===== src/hdl/pcx_rle_pkg.sv =====
// shared types and constants for the pcx run-length image decoder
// no dependencies; compile before every other file
`default_nettype none

package pcx_rle_pkg;

  // widths of the data paths
  localparam int DataW    = 8;
  localparam int ValueW   = 24;
  localparam int RunW     = 6;
  localparam int DimW     = 16;
  localparam int PixW     = 32;
  localparam int PalCntW  = 9;
  localparam int TripleW  = 2;
  localparam int CfgAddrW = 4;
  localparam int CfgDataW = 32;

  // command queue between front and back
  localparam int FifoDepth = 4;
  localparam int FifoPtrW  = 2;
  localparam int FifoCntW  = 3;

  // run marker: top two bits of the byte set
  localparam logic [DataW-1:0] RunMarkMask = 8'hC0;

  // palette sizes, one bit wider than the entry counter
  localparam logic [PalCntW:0] PalSmall = 10'd16;
  localparam logic [PalCntW:0] PalLarge = 10'd256;

  // byte position of the blue component within a triple
  localparam logic [TripleW-1:0] TripleBlue = 2'd2;

  // register indexes, taken from paddr[3:2]
  localparam logic [1:0] RegWidth  = 2'd0;
  localparam logic [1:0] RegHeight = 2'd1;
  localparam logic [1:0] RegPal256 = 2'd2;

  // decode phase
  typedef enum logic [1:0] {
    PH_PIXEL   = 2'd0,
    PH_PALETTE = 2'd1,
    PH_DONE    = 2'd2
  } phase_t;

  // settings seen by the front end
  typedef struct packed {
    logic [PixW-1:0] total;
    logic            palette_256;
  } cfg_t;

  // one queued job: emit value count times, flag the final one if last
  typedef struct packed {
    logic              is_palette;
    logic [ValueW-1:0] value;
    logic [RunW-1:0]   count;
    logic              last;
  } cmd_t;

endpackage

`default_nettype wire


===== src/hdl/pcx_rle_if.sv =====
// valid/ready stream interfaces for payload bytes and decoded results
// uses pcx_rle_pkg for field widths
`default_nettype none

interface pcx_rle_byte_if;
  logic                           valid;
  logic                           ready;
  logic [pcx_rle_pkg::DataW-1:0]  data_byte;

  modport source (output valid, output data_byte, input ready);
  modport sink   (input valid, input data_byte, output ready);
endinterface

interface pcx_rle_res_if;
  logic                           valid;
  logic                           ready;
  logic                           is_palette;
  logic [pcx_rle_pkg::ValueW-1:0] value;
  logic                           entry_last;

  modport source (output valid, output is_palette, output value, output entry_last,
                  input ready);
  modport sink   (input valid, input is_palette, input value, input entry_last,
                  output ready);
endinterface

`default_nettype wire


===== src/hdl/pcx_rle_cfg.sv =====
// apb register block: image size, palette mode and the registered pixel total
// uses pcx_rle_pkg
`default_nettype none

module pcx_rle_cfg (
  input  wire logic                                clk,
  input  wire logic                                rst,
  input  wire logic                                psel,
  input  wire logic                                penable,
  input  wire logic                                pwrite,
  input  wire logic [pcx_rle_pkg::CfgAddrW-1:0]    paddr,
  input  wire logic [pcx_rle_pkg::CfgDataW-1:0]    pwdata,
  output logic      [pcx_rle_pkg::CfgDataW-1:0]    prdata,
  output logic                                     pready,
  output pcx_rle_pkg::cfg_t                        cfg
);

  logic [pcx_rle_pkg::DimW-1:0] image_width;
  logic [pcx_rle_pkg::DimW-1:0] image_height;
  logic                         palette_256;
  logic [pcx_rle_pkg::PixW-1:0] total;

  logic                         wr;
  logic [1:0]                   idx;
  logic [pcx_rle_pkg::DimW-1:0] mul_a;
  logic [pcx_rle_pkg::DimW-1:0] mul_b;
  logic [pcx_rle_pkg::PixW-1:0] product;

  assign pready = 1'b1;
  assign wr     = psel & penable & pwrite;
  assign idx    = paddr[3:2];

  // one multiplier: new dimension times the other stored one
  always_comb begin
    mul_a = image_width;
    mul_b = image_height;
    if (idx == pcx_rle_pkg::RegWidth) begin
      mul_a = pwdata[pcx_rle_pkg::DimW-1:0];
    end else if (idx == pcx_rle_pkg::RegHeight) begin
      mul_b = pwdata[pcx_rle_pkg::DimW-1:0];
    end
  end

  assign product = pcx_rle_pkg::PixW'(mul_a) * pcx_rle_pkg::PixW'(mul_b);

  // register writes
  always_ff @(posedge clk) begin
    if (rst) begin
      image_width  <= pcx_rle_pkg::DimW'(1);
      image_height <= pcx_rle_pkg::DimW'(1);
      palette_256  <= 1'b0;
      total        <= pcx_rle_pkg::PixW'(1);
    end else if (wr) begin
      case (idx)
        pcx_rle_pkg::RegWidth: begin
          image_width <= pwdata[pcx_rle_pkg::DimW-1:0];
          total       <= product;
        end
        pcx_rle_pkg::RegHeight: begin
          image_height <= pwdata[pcx_rle_pkg::DimW-1:0];
          total        <= product;
        end
        pcx_rle_pkg::RegPal256: begin
          palette_256 <= pwdata[0];
        end
        default: begin
        end
      endcase
    end
  end

  // read back
  always_comb begin
    case (idx)
      pcx_rle_pkg::RegWidth:  prdata = pcx_rle_pkg::CfgDataW'(image_width);
      pcx_rle_pkg::RegHeight: prdata = pcx_rle_pkg::CfgDataW'(image_height);
      pcx_rle_pkg::RegPal256: prdata = pcx_rle_pkg::CfgDataW'(palette_256);
      default:                prdata = '0;
    endcase
  end

  assign cfg.total       = total;
  assign cfg.palette_256 = palette_256;

endmodule

`default_nettype wire


===== src/hdl/pcx_rle_front.sv =====
// front end: takes payload bytes, tracks phase, runs and palette triples,
// and queues one emit job per byte that produces output; uses pcx_rle_pkg
`default_nettype none

module pcx_rle_front (
  input  wire logic               clk,
  input  wire logic               rst,
  pcx_rle_byte_if.sink            data,
  input  pcx_rle_pkg::cfg_t       cfg,
  output pcx_rle_pkg::cmd_t       cmd,
  output logic                    cmd_push,
  input  wire logic               cmd_full
);

  pcx_rle_pkg::phase_t phase, phase_next, eff_phase;

  logic                            run_pending, run_pending_next;
  logic [pcx_rle_pkg::RunW-1:0]    run_length, run_length_next;
  logic [pcx_rle_pkg::PixW-1:0]    pixels_done, pixels_done_next;
  logic [2*pcx_rle_pkg::DataW-1:0] color_bytes, color_bytes_next;
  logic [pcx_rle_pkg::TripleW-1:0] byte_in_triple, byte_in_triple_next;
  logic [pcx_rle_pkg::PalCntW-1:0] palette_count, palette_count_next;

  logic                            accept;
  logic [pcx_rle_pkg::DataW-1:0]   b;
  logic [pcx_rle_pkg::PixW:0]      diff;
  logic [pcx_rle_pkg::PixW-1:0]    remain;
  logic                            pix_over;
  logic                            marker;
  logic [pcx_rle_pkg::RunW-1:0]    n_req;
  logic                            clipped;
  logic [pcx_rle_pkg::RunW-1:0]    n_eff;
  logic [pcx_rle_pkg::PalCntW:0]   entries;
  logic                            pal_last;
  logic                            blue_byte;

  assign data.ready = ~cmd_full;
  assign accept     = data.valid & ~cmd_full;
  assign b          = data.data_byte;

  // pixels left; a borrow means the size was lowered below the count
  assign diff     = {1'b0, cfg.total} - {1'b0, pixels_done};
  assign remain   = diff[pcx_rle_pkg::PixW-1:0];
  assign pix_over = diff[pcx_rle_pkg::PixW] | (remain == '0);

  assign eff_phase = (phase == pcx_rle_pkg::PH_PIXEL && pix_over) ?
                     pcx_rle_pkg::PH_PALETTE : phase;

  // byte classification and run clipping
  assign marker  = (b & pcx_rle_pkg::RunMarkMask) == pcx_rle_pkg::RunMarkMask;
  assign n_req   = run_pending ? run_length : pcx_rle_pkg::RunW'(1);
  assign clipped = (remain[pcx_rle_pkg::PixW-1:pcx_rle_pkg::RunW] == '0) &&
                   (remain[pcx_rle_pkg::RunW-1:0] <= n_req);
  assign n_eff   = clipped ? remain[pcx_rle_pkg::RunW-1:0] : n_req;

  // palette entry bookkeeping
  assign entries   = cfg.palette_256 ? pcx_rle_pkg::PalLarge : pcx_rle_pkg::PalSmall;
  assign pal_last  = ({1'b0, palette_count} + 10'd1) >= entries;
  assign blue_byte = (byte_in_triple >= pcx_rle_pkg::TripleBlue);

  // next phase
  always_comb begin
    phase_next = phase;
    if (accept) begin
      case (eff_phase)
        pcx_rle_pkg::PH_PIXEL: begin
          if ((run_pending || !marker) && clipped) begin
            phase_next = pcx_rle_pkg::PH_PALETTE;
          end
        end
        pcx_rle_pkg::PH_PALETTE: begin
          phase_next = (blue_byte && pal_last) ? pcx_rle_pkg::PH_DONE :
                                                 pcx_rle_pkg::PH_PALETTE;
        end
        default: begin
        end
      endcase
    end
  end

  // datapath and queue writes
  always_comb begin
    run_pending_next    = run_pending;
    run_length_next     = run_length;
    pixels_done_next    = pixels_done;
    color_bytes_next    = color_bytes;
    byte_in_triple_next = byte_in_triple;
    palette_count_next  = palette_count;
    cmd_push            = 1'b0;
    cmd                 = '0;
    if (accept) begin
      case (eff_phase)
        pcx_rle_pkg::PH_PIXEL: begin
          if (!run_pending && marker) begin
            run_pending_next = 1'b1;
            run_length_next  = b[pcx_rle_pkg::RunW-1:0];
          end else begin
            run_pending_next = 1'b0;
            run_length_next  = '0;
            pixels_done_next = clipped ? cfg.total :
                               pixels_done + pcx_rle_pkg::PixW'(n_req);
            cmd_push         = (n_eff != '0);
            cmd.is_palette   = 1'b0;
            cmd.value        = pcx_rle_pkg::ValueW'(b);
            cmd.count        = n_eff;
            cmd.last         = clipped;
          end
        end
        pcx_rle_pkg::PH_PALETTE: begin
          run_pending_next = 1'b0;
          run_length_next  = '0;
          if (!blue_byte) begin
            color_bytes_next    = {color_bytes[pcx_rle_pkg::DataW-1:0], b};
            byte_in_triple_next = byte_in_triple + pcx_rle_pkg::TripleW'(1);
          end else begin
            cmd_push            = 1'b1;
            cmd.is_palette      = 1'b1;
            cmd.value           = {color_bytes, b};
            cmd.count           = pcx_rle_pkg::RunW'(1);
            cmd.last            = pal_last;
            color_bytes_next    = '0;
            byte_in_triple_next = '0;
            palette_count_next  = palette_count + pcx_rle_pkg::PalCntW'(1);
          end
        end
        default: begin
        end
      endcase
    end
  end

  // state registers
  always_ff @(posedge clk) begin
    if (rst) begin
      phase          <= pcx_rle_pkg::PH_PIXEL;
      run_pending    <= 1'b0;
      run_length     <= '0;
      pixels_done    <= '0;
      color_bytes    <= '0;
      byte_in_triple <= '0;
      palette_count  <= '0;
    end else begin
      phase          <= phase_next;
      run_pending    <= run_pending_next;
      run_length     <= run_length_next;
      pixels_done    <= pixels_done_next;
      color_bytes    <= color_bytes_next;
      byte_in_triple <= byte_in_triple_next;
      palette_count  <= palette_count_next;
    end
  end

  // a triple never runs past its blue byte
  assert property (@(posedge clk) disable iff (rst)
    byte_in_triple <= pcx_rle_pkg::TripleBlue)
    else $error("palette byte position out of range");

  // a queued pixel job ending the image moves the front to the palette
  assert property (@(posedge clk) disable iff (rst)
    (cmd_push && !cmd.is_palette && cmd.last) |=> (phase == pcx_rle_pkg::PH_PALETTE))
    else $error("last pixel queued but phase did not advance");

endmodule

`default_nettype wire


===== src/hdl/pcx_rle_cmd_fifo.sv =====
// short flop queue of emit jobs between front and back end
// uses pcx_rle_pkg
`default_nettype none

module pcx_rle_cmd_fifo (
  input  wire logic          clk,
  input  wire logic          rst,
  input  wire logic          push,
  input  pcx_rle_pkg::cmd_t  push_cmd,
  output logic               full,
  input  wire logic          pop,
  output pcx_rle_pkg::cmd_t  pop_cmd,
  output logic               empty
);

  pcx_rle_pkg::cmd_t                mem [pcx_rle_pkg::FifoDepth];
  logic [pcx_rle_pkg::FifoPtrW-1:0] wr_ptr;
  logic [pcx_rle_pkg::FifoPtrW-1:0] rd_ptr;
  logic [pcx_rle_pkg::FifoCntW-1:0] count;

  assign full    = (count == pcx_rle_pkg::FifoCntW'(pcx_rle_pkg::FifoDepth));
  assign empty   = (count == '0);
  assign pop_cmd = mem[rd_ptr];

  // storage
  always_ff @(posedge clk) begin
    if (push) begin
      mem[wr_ptr] <= push_cmd;
    end
  end

  // pointers and fill level
  always_ff @(posedge clk) begin
    if (rst) begin
      wr_ptr <= '0;
      rd_ptr <= '0;
      count  <= '0;
    end else begin
      if (push) begin
        wr_ptr <= wr_ptr + pcx_rle_pkg::FifoPtrW'(1);
      end
      if (pop) begin
        rd_ptr <= rd_ptr + pcx_rle_pkg::FifoPtrW'(1);
      end
      if (push && !pop) begin
        count <= count + pcx_rle_pkg::FifoCntW'(1);
      end else if (pop && !push) begin
        count <= count - pcx_rle_pkg::FifoCntW'(1);
      end
    end
  end

  assert property (@(posedge clk) disable iff (rst) push |-> !full)
    else $error("job queue overflow");

  assert property (@(posedge clk) disable iff (rst) pop |-> !empty)
    else $error("job queue underflow");

endmodule

`default_nettype wire


===== src/hdl/pcx_rle_back.sv =====
// back end: expands queued jobs into result words, one per cycle while the output
// is taken, through an output register; uses pcx_rle_pkg and pcx_rle_res_if
`default_nettype none

module pcx_rle_back (
  input  wire logic          clk,
  input  wire logic          rst,
  input  pcx_rle_pkg::cmd_t  cmd,
  input  wire logic          cmd_empty,
  output logic               cmd_pop,
  pcx_rle_res_if.source      result
);

  logic                           work_valid;
  logic [pcx_rle_pkg::RunW-1:0]   work_cnt;
  logic                           work_pal;
  logic [pcx_rle_pkg::ValueW-1:0] work_value;
  logic                           work_last;

  logic                           out_valid;
  logic                           out_pal;
  logic [pcx_rle_pkg::ValueW-1:0] out_value;
  logic                           out_last;

  logic                           out_load;
  logic                           emit;
  logic                           work_done;

  // output register frees when empty or taken this cycle
  assign out_load  = ~out_valid | result.ready;
  assign emit      = work_valid & out_load;
  assign work_done = emit & (work_cnt == pcx_rle_pkg::RunW'(1));
  assign cmd_pop   = ~cmd_empty & (~work_valid | work_done);

  // current job
  always_ff @(posedge clk) begin
    if (rst) begin
      work_valid <= 1'b0;
      work_cnt   <= '0;
    end else if (cmd_pop) begin
      work_valid <= 1'b1;
      work_cnt   <= cmd.count;
    end else if (work_done) begin
      work_valid <= 1'b0;
      work_cnt   <= '0;
    end else if (emit) begin
      work_cnt <= work_cnt - pcx_rle_pkg::RunW'(1);
    end
  end

  always_ff @(posedge clk) begin
    if (cmd_pop) begin
      work_pal   <= cmd.is_palette;
      work_value <= cmd.value;
      work_last  <= cmd.last;
    end
  end

  // output word valid
  always_ff @(posedge clk) begin
    if (rst) begin
      out_valid <= 1'b0;
    end else if (emit) begin
      out_valid <= 1'b1;
    end else if (result.ready) begin
      out_valid <= 1'b0;
    end
  end

  // output word payload; only the final copy of a job carries the flag
  always_ff @(posedge clk) begin
    if (emit) begin
      out_pal   <= work_pal;
      out_value <= work_value;
      out_last  <= work_last & (work_cnt == pcx_rle_pkg::RunW'(1));
    end
  end

  assign result.valid      = out_valid;
  assign result.is_palette = out_pal;
  assign result.value      = out_value;
  assign result.entry_last = out_last;

  assert property (@(posedge clk) disable iff (rst) cmd_pop |-> (cmd.count != '0))
    else $error("empty job reached the back end");

  assert property (@(posedge clk) disable iff (rst) work_valid |-> (work_cnt != '0))
    else $error("active job with no words left");

endmodule

`default_nettype wire


===== src/hdl/pcx_rle_image_decoder.sv =====
// pcx run-length decoder: one payload byte per cycle for literal and palette
// bytes; a run of n pixels becomes n back-end words, and the input stalls
// once the four-job queue fills. a byte's words pass the job queue, the job
// and output registers. synchronous active-high reset clears phase, counters,
// queue and output; registers return to width 1, height 1, 16-entry palette.
`default_nettype none

module pcx_rle_image_decoder (
  input  wire logic                                clk,
  input  wire logic                                rst,
  pcx_rle_byte_if.sink                             data,
  pcx_rle_res_if.source                            result,
  input  wire logic                                psel,
  input  wire logic                                penable,
  input  wire logic                                pwrite,
  input  wire logic [pcx_rle_pkg::CfgAddrW-1:0]    paddr,
  input  wire logic [pcx_rle_pkg::CfgDataW-1:0]    pwdata,
  output logic      [pcx_rle_pkg::CfgDataW-1:0]    prdata,
  output logic                                     pready
);

  pcx_rle_pkg::cfg_t cfg;
  pcx_rle_pkg::cmd_t push_cmd;
  pcx_rle_pkg::cmd_t pop_cmd;
  logic              push;
  logic              full;
  logic              pop;
  logic              empty;

  // configuration registers
  pcx_rle_cfg u_cfg (
    .clk     (clk),
    .rst     (rst),
    .psel    (psel),
    .penable (penable),
    .pwrite  (pwrite),
    .paddr   (paddr),
    .pwdata  (pwdata),
    .prdata  (prdata),
    .pready  (pready),
    .cfg     (cfg)
  );

  // byte classification
  pcx_rle_front u_front (
    .clk      (clk),
    .rst      (rst),
    .data     (data),
    .cfg      (cfg),
    .cmd      (push_cmd),
    .cmd_push (push),
    .cmd_full (full)
  );

  // job queue
  pcx_rle_cmd_fifo u_fifo (
    .clk      (clk),
    .rst      (rst),
    .push     (push),
    .push_cmd (push_cmd),
    .full     (full),
    .pop      (pop),
    .pop_cmd  (pop_cmd),
    .empty    (empty)
  );

  // result expansion
  pcx_rle_back u_back (
    .clk       (clk),
    .rst       (rst),
    .cmd       (pop_cmd),
    .cmd_empty (empty),
    .cmd_pop   (pop),
    .result    (result)
  );

endmodule

`default_nettype wire


===== src/flat_wrapper.sv =====
// flat-port wrapper written by rule: the top's interface ports become plain ports
module pcx_rle_image_decoder_flat 
  (clk, rst, psel, penable, pwrite, paddr, pwdata, prdata, pready, data_valid, data_data_byte, data_ready, result_valid, result_is_palette, result_value, result_entry_last, result_ready);
  pcx_rle_byte_if data_i ();
  pcx_rle_res_if result_i ();
  input  wire logic clk;
  input  wire logic rst;
  input  wire logic psel;
  input  wire logic penable;
  input  wire logic pwrite;
  input  wire logic [pcx_rle_pkg::CfgAddrW-1:0] paddr;
  input  wire logic [pcx_rle_pkg::CfgDataW-1:0] pwdata;
  output logic      [pcx_rle_pkg::CfgDataW-1:0] prdata;
  output logic pready;
  input wire logic [$bits(data_i.valid)-1:0] data_valid;
  input wire logic [$bits(data_i.data_byte)-1:0] data_data_byte;
  output wire logic [$bits(data_i.ready)-1:0] data_ready;
  output wire logic [$bits(result_i.valid)-1:0] result_valid;
  output wire logic [$bits(result_i.is_palette)-1:0] result_is_palette;
  output wire logic [$bits(result_i.value)-1:0] result_value;
  output wire logic [$bits(result_i.entry_last)-1:0] result_entry_last;
  input wire logic [$bits(result_i.ready)-1:0] result_ready;
  assign data_i.valid = data_valid;
  assign data_i.data_byte = data_data_byte;
  assign data_ready = data_i.ready;
  assign result_valid = result_i.valid;
  assign result_is_palette = result_i.is_palette;
  assign result_value = result_i.value;
  assign result_entry_last = result_i.entry_last;
  assign result_i.ready = result_ready;
  pcx_rle_image_decoder u_core (.clk(clk), .rst(rst), .data(data_i), .result(result_i), .psel(psel), .penable(penable), .pwrite(pwrite), .paddr(paddr), .pwdata(pwdata), .prdata(prdata), .pready(pready));
endmodule

===== config.mk =====
export PLATFORM = sky130hd
export DESIGN_NAME = pcx_rle_image_decoder_flat
export DESIGN_NICKNAME = d
export VERILOG_FILES = /design/src/hdl/pcx_rle_pkg.sv /design/src/hdl/pcx_rle_if.sv /design/src/hdl/pcx_rle_cfg.sv /design/src/hdl/pcx_rle_front.sv /design/src/hdl/pcx_rle_cmd_fifo.sv /design/src/hdl/pcx_rle_back.sv /design/src/hdl/pcx_rle_image_decoder.sv /design/src/flat_wrapper.sv
export SDC_FILE = /design/constraint.sdc
export NUM_CORES = 1
export LEC_CHECK = 0
export BUFFER_PORTS_ARGS = -buffer_cell sky130_fd_sc_hd__buf_4
export CAP_MARGIN = 15
export CORE_UTILIZATION = 50
export DETAILED_ROUTE_END_ITERATION = 10
export GPL_TIMING_DRIVEN = 0
export PLACE_DENSITY = 0.75
export REMOVE_ABC_BUFFERS = 1
export SETUP_SLACK_MARGIN = 0.4
export SLEW_MARGIN = 10
export SYNTH_ARGS = -nofsm -noshare
export SYNTH_HDL_FRONTEND = slang
export SYNTH_SLANG_ARGS = --single-unit

===== constraint.sdc =====
create_clock -name clk -period 8.5 [get_ports clk]
set_input_delay 0.425 -clock clk [delete_from_list [all_inputs] [get_ports clk]]
set_output_delay 0.425 -clock clk [all_outputs]
set_load 0.01 [all_outputs]

==> results of run 1 <==
==> state kept, by name (all words and copies together), names as in the netlist, 2 cells and up, named ones only <==
name and flops:
u_core.u_fifo.wr_ptr 2, u_core.u_back.work_cnt 6, u_core.u_fifo.rd_ptr 2, u_core.u_front.run_length 6
u_core.u_cfg.image_width 16, u_core.u_front.byte_in_triple 2, u_core.u_cfg.image_height 16, u_core.u_back.result.value 24
u_core.u_front.phase 2, u_core.u_fifo.mem 128, u_core.u_front.palette_count 9, u_core.u_front.pixels_done 32
u_core.u_fifo.count 3, u_core.u_front.color_bytes 16, u_core.u_back.work_value 24, u_core.u_cfg.total 32
==> where the power goes <==
part / internal [mW] / total (mW) / switching (mW)
logic: 0.944 / 2.40 / 1.45
clock network: 1.16 / 1.87 / 0.714
registers: 1.98 / 2.10 / 0.118
total: 4.08 / 6.37 / 2.29
==> metal layers <==
metal / up-vias / share of wire / GRT usage
met5: - / 0 / 0
met4: 0 / 0.023 / 0.0696
met3: 100 / 0.063 / 0.0406
met2: 621 / 0.51 / 0.425
met1: 9395 / 0.41 / 0.312
li1: 8783 / - / -
==> timing repair <==
item | 4_1_cts | 5_1_grt
gates cloned | 0 | 0
setup buffers | 1 | 0
resized for setup | 5 | 3
endpoints found under the setup margin | 1 | 2
==> Yosys cell counts (8+ instances only) <==
library cell	number	area, µm²
and3_1	21	131
nor2_1	286	1070
nor2b_1	16	100
o21ai_0	88	440
and2_1	23	144
mux4_2	32	721
o211a_1	8	80.1
buf_4	22	165
edfxtp_1	180	5410
xnor2_1	36	315
mux2i_1	63	631
ha_1	159	1990
or3_1	11	68.8
nor4_1	15	93.8
xor2_1	14	123
nand4_1	15	93.8
nand2b_1	30	188
o211ai_1	14	105
nand3_1	55	275
clkbuf_1	76	285
or4_1	8	60.1
fa_1	197	3940
o21a_1	14	105
nand2_1	269	1010
a21oi_1	152	761
a31oi_1	11	68.8
dfxtp_1	150	3000
mux2_2	33	372
a21o_1	26	195
buf_2	14	70.1
inv_1	301	1130
a211oi_1	53	398
nor3_1	34	170
o21bai_1	8	60.1
==> worst register-to-register path, cell delays in order, from the launching register on <==
cell and delay, ns:
dfxtp_1 0.34, mux2i_2 0.73, nor2_1 0.15, fa_1 0.56, fa_1 0.56, ha_1 0.15
inv_1 0.06, fa_1 0.57, fa_1 0.47, fa_1 0.55, inv_1 0.04, ha_1 0.32
o21ai_0 0.23, a21oi_1 0.12, and3_1 0.21, a221oi_2 0.35, o211ai_1 0.24, a311oi_1 0.32
nor2_1 0.14, o41ai_2 0.36, o221ai_1 0.22, o311a_1 0.33, a32o_1 0.21
==> placed cells by master, fill, tap and decap left out, drive strengths merged, types with 32 or more instances in the layout <==
cell and instances:
mux2 34, nor3 35, a21oi 152, buf 98, nor2 288, nand2 269
edfxtp 180, o21ai 89, mux4 32, fa 197, xnor2 36, mux2i 63
clkbuf 49, a211oi 53, ha 159, nand3 55, dfxtp 150, inv 306
==> worst paths after layout <==
kind,to,cells after the start,startpoint
max reg2reg,u_core.u_cfg.total[31],22,u_core.u_cfg.image_width[1]
min reg2reg,u_core.u_back.result.value[15],0,u_core.u_back.work_value[15]
min,u_core.u_back.result.valid,3,result_ready
max,u_core.u_cfg.total[31],25,paddr[2]
==> cells by family after synthesis <==
| group | count (synthesis) | synth area share |
|---|---|---|
| muxes | 129 | 0.0702 |
| and+or+nand+nor | 811 | 0.148 |
| DFF | 330 | 0.340 |
| buffers and inverters | 423 | 0.0686 |
| other | 2 | 0.000303 |
| adders and majority gates | 356 | 0.240 |
| AOI/OAI and AO/OA | 449 | 0.116 |
| xor gates and xnor gates | 50 | 0.0177 |
==> layout make-up <==
| cell class | instances | area (µm²) | share of cell area |
|---|---|---|---|
| clock buffers | 48 | 1060 | 0.0384 |
| flip-flops and latches | 330 | 8410 | 0.305 |
| inverters | 302 | 1130 | 0.0410 |
| well taps | 664 | 831 | 0.0301 |
| multi-input cells | 1812 | 14800 | 0.536 |
| repair buffers | 99 | 953 | 0.0345 |
| clock inverters | 23 | 415 | 0.0150 |
==> impl_metrics.py, run 1 <==
metrics = {
    "layout": {
        "finalNetCount": 2991,
        "fin_util": 0.565,
        "design_area_um2": 27600,
        "layout-drive-gt1-share": 0.107,
        "fillCellCount": 4202,
        "area.growth.synth_to_final_pct": 11.6,
        "n_antenna_cell": 0,
        "stdcell_count": 3278,
    },
    "job": {
        "maxCapViolations": 0,
    },
    "clocking": {
        "cts-root-buf": "clkbuf_16",
        "clockBufferDepth": 3,
        "cts_tree": "built",
        "htree_num_levels": 2,
        "insertion_delay_ns": 0.58,
        "cts_hold_buffers": 0,
        "numCtsBuffers": 39,
        "clock-sinks": 330,
        "path_clk_slew_ns": 0.06,
    },
    "die": {
        "start_util": 0.507,
        "die_area_um2": 50400,
        "core_um2": 48800,
        "io_pins": 112,
        "die_y_um": 224,
        "fp.dieW_um": 224,
        "rows": 81,
    },
    "global_route": {
        "grt-ovfl-total": 0,
        "grt_max_degree": 75,
        "grt_pass1_vias": 18900,
        "antenna_found_initial": 0,
        "grt_use_total": 0.244,
        "grt_pass1_wl_um": 98100,
    },
    "detailed_routing": {
        "drc": 0,
        "drtAntennaViolNets": 0,
        "vias_per_cell": 5.77,
        "wire_per_inst_um": 18.7,
        "dr.pass1.iters": 5,
        "drt_iter0_drc": 1564,
        "num_vias": 18900,
        "wl_um": 61200,
    },
    "place": {
        "dp_hpwl_um": 45300,
        "dp_cells": 3205,
        "port_buffers": 76,
        "place_area_um2": 26100,
        "gp_congestion": 0.943,
        "place_ws_ns": -0.274,
    },
    "timing": {
        "setup_tns_ns": 0,
        "fmax_ghz": 0.130,
        "finalMaxSlewViolations": 0,
        "rsz0062_at_grt": "no",
        "period_share": 0.902,
        "setup_ws_ns": 0.832,
        "hold_viol": 0,
        "finalSetupViolations": 0,
        "tightest_slew_ns": 1.18,
        "relSlewSlack": 0.193,
        "skew_ns": 0.0301,
        "fin_crit_ns": 7.67,
        "hold_ws_ns": 0.134,
    },
    "power": {
        "leakage_nw": 11.6,
        "p_total_mw": 6.37,
        "p_per_area_nw_per_um2": 230,
        "peakVddDrop_mv": 0.174,
    },
    "synth": {
        "syn_area_per_cell_um2": 9.71,
        "async_flop_share": 0,
        "yosysUniqueCellTypes": 82,
        "ys_warn_count": 0,
        "netlist_instances": 2550,
        "syn_area_um2": 24700,
        "ys_ff_latch": 330,
        "yosys_most_used_dff": "edfxtp_1",
        "seq_area_frac_synth": 0.340,
        "synth-edff-count": 180,
    },
    "worst_setup_path": {
        "crit_path_top_delay_cell": "mux2i_1",
        "cpPeakStageDelay_ns": 0.83,
        "cp_data_arrival_time_ns": 8.11,
        "crit_type": "input pin to flip-flop",
        "cp_max_fo": 24,
        "reg2reg_slack_ns": 1.16,
        "path_delay_family": "adder cells",
        "crit_top_cell": "fa_1",
        "crit_required_ns": 8.94,
        "endpoint_kind": "flip-flop",
        "crit_buf_inv": 6,
        "crit_path_start_kind": "input pin",
    },
    "min_path": {
        "worstHoldPathType": "input pin to flip-flop",
    },
    "run_status": {
        "status": "finished, final reports clean",
    },
}
Note: power is estimated with default switching activity, not from simulation.
==> run 2, diff against run 1 <==
==> constraint.sdc (replaced) <==
create_clock -name clk -period 8.5 [get_ports clk]
set_input_delay 0.85 -clock clk [delete_from_list [all_inputs] [get_ports clk]]
set_output_delay 0.85 -clock clk [all_outputs]
set_load 0.01 [all_outputs]
==> impl_metrics.py, run 2 (synthesis results as in run 1) <==
metrics = {
    "timing": {
        "setup_tns_ns": 0,
        "tightest_slew_ns": 1.18,
        "hold_ws_ns": 0.418,
        "rsz0062_at_grt": "no",
        "fin_crit_ns": 7.77,
        "finalSetupViolations": 0,
        "period_share": 0.914,
        "relSlewSlack": 0.193,
        "fmax_ghz": 0.129,
        "finalMaxSlewViolations": 0,
        "hold_viol": 0,
        "skew_ns": 0.0287,
    },
    "layout": {
        "largest_reg_flops": 128,
        "top_register": "u_core.u_fifo.mem",
        "fin_util": 0.570,
        "fillCellCount": 4152,
        "design_area_um2": 27900,
        "final_common_cell": "inv_1",
        "n_antenna_cell": 0,
        "layout-drive-gt1-share": 0.116,
        "area.growth.synth_to_final_pct": 12.6,
        "finalNetCount": 3005,
        "layout_common_cells": "inv_1 (301), nor2_1 (283), nand2_1 (269), fa_1 (197), edfxtp_1 (180)",
        "reg_top3": "u_core.u_fifo.mem: 128 flops, u_core.u_cfg.total: 32 flops, u_core.u_front.pixels_done: 32 flops",
    },
    "worst_setup_path": {
        "endpoint_kind": "flip-flop",
        "crit_top_cell": "fa_1",
        "crit_buf_inv": 7,
        "crit_required_ns": 8.94,
        "startpoint": "paddr[2]",
        "crit_path_start_kind": "input pin",
        "reg2reg_from": "u_core.u_front.pixels_done[26]",
        "reg2reg_slack_ns": 1.26,
        "r2r_end": "u_core.u_fifo.count[2]",
        "crit_path_top_delay_cell": "fa_1",
        "path_delay_family": "adder cells",
        "cpPeakStageDelay_ns": 0.58,
        "cp_max_fo": 20,
        "cp_data_arrival_time_ns": 8.21,
        "crit_type": "input pin to flip-flop",
        "reg2reg_depth": 19,
    },
    "clocking": {
        "numCtsBuffers": 39,
        "path_clk_slew_ns": 0.06,
        "cts_tree": "built",
        "clockBufferDepth": 3,
        "clock-sinks": 330,
        "cts-root-buf": "clkbuf_16",
        "htree_num_levels": 2,
        "cts_hold_buffers": 0,
        "insertion_delay_ns": 0.58,
    },
    "power": {
        "leakage_nw": 11.7,
        "peakVddDrop_mv": 0.173,
        "p_seq_frac": 0.329,
        "switching_share": 0.359,
        "clockPowerShare": 0.293,
        "power.internal_mw": 4.09,
        "comb_power_share": 0.379,
        "net-switching-power_mw": 2.29,
        "p_per_area_nw_per_um2": 229,
    },
    "detailed_routing": {
        "drc": 0,
        "vias_per_cell": 5.77,
        "wire_per_inst_um": 18.7,
        "drt_iter0_drc": 1471,
        "wl_um": 61500,
        "num_vias": 19000,
        "drtAntennaViolNets": 0,
        "dr.pass1.iters": 6,
    },
    "global_route": {
        "grt_max_degree": 75,
        "grt_pass1_vias": 18900,
        "grt-ovfl-total": 0,
        "grt_pass1_wl_um": 98200,
        "antenna_found_initial": 0,
        "grt_use_total": 0.244,
    },
    "min_path": {
        "worstHoldPathType": "flip-flop to flip-flop",
        "hold_depth": 0,
        "holdPathEnd": "u_core.u_back.result.value[15]",
        "hp-start": "u_core.u_back.work_value[15]",
    },
    "place": {
        "port_buffers": 76,
        "dp_hpwl_um": 45300,
        "place_area_um2": 26100,
        "gp_congestion": 0.943,
    },
    "die": {
        "die_area_um2": 50400,
        "core_um2": 48800,
        "start_util": 0.507,
        "fp.dieW_um": 224,
        "rows": 81,
        "io_pins": 112,
        "die_y_um": 224,
    },
    "run_status": {
        "status": "finished, final reports clean",
    },
    "job": {
        "maxCapViolations": 0,
    },
}
==> run 2: cell types whose count changed in the layout (fill, tap and decap cells not counted) <==
cell	before	now
a311oi_1	1	0
a311oi_2	0	1
buf_4	77	90
buf_6	6	7
mux2i_1	53	43
mux2i_4	2	12
==> run 2: per-layer routing <==
layer / wire length (µm) / global-route usage / part of all wire
met5: 0 / 0 / 0
met3: 3780 / 0.0368 / 0.061
met2: 31000 / 0.428 / 0.50
met1: 25200 / 0.312 / 0.41
met4: 1570 / 0.0726 / 0.025
==> run 2: how the worst max path moves through the flow <==
stage,endpoint,cells past startpoint
after global routing,u_core.u_cfg.total[31],27
final,u_core.u_cfg.total[31],26
after CTS,u_core.u_cfg.total[31],23
after detailed placement,u_core.u_cfg.total[31],26
after global placement,u_core.u_cfg.total[31],24
after floorplan,u_core.u_cfg.total[31],23
==> run 2: power by group through the flow <==
stage                     Clock (mW)  Combinational (mW)  Sequential (mW)
final                           1.87                2.42             2.10
after global routing            1.97                2.68             2.12
after CTS                       1.89                2.40             2.10
after detailed placement           0                2.37             2.13
after global placement             0                2.22             2.16
after floorplan                    0                1.63             2.13
==> run 2: what timing repair did <==
action	4_1_cts	5_1_grt
buffers inserted	1	14
setup endpoints to repair	3	3
pin swaps	0	3
gates resized for setup	9	21
==> run 2: area by class of cell <==
| type | instances | area, µm² | share of cell area |
|---|---|---|---|
| clock buffer | 48 | 1060 | 0.0381 |
| clock inverter | 23 | 415 | 0.0149 |
| inverter | 302 | 1130 | 0.0407 |
| multi-input combinational | 1812 | 14900 | 0.536 |
| sequential | 330 | 8410 | 0.302 |
| tap | 664 | 831 | 0.0298 |
| timing repair buffer | 113 | 1060 | 0.0381 |
==> run 2: stage by stage <==
step | instances | setup WS, ns | power, mW
after floorplan | 2444 | -0.778 | 3.77
after global placement | 3184 | -2.95 | 4.38
after detailed placement | 3205 | -0.699 | 4.50
after CTS | 3277 | 0.449 | 6.39
after global routing | 3292 | 0.372 | 6.77
final | 3292 | 0.730 | 6.38
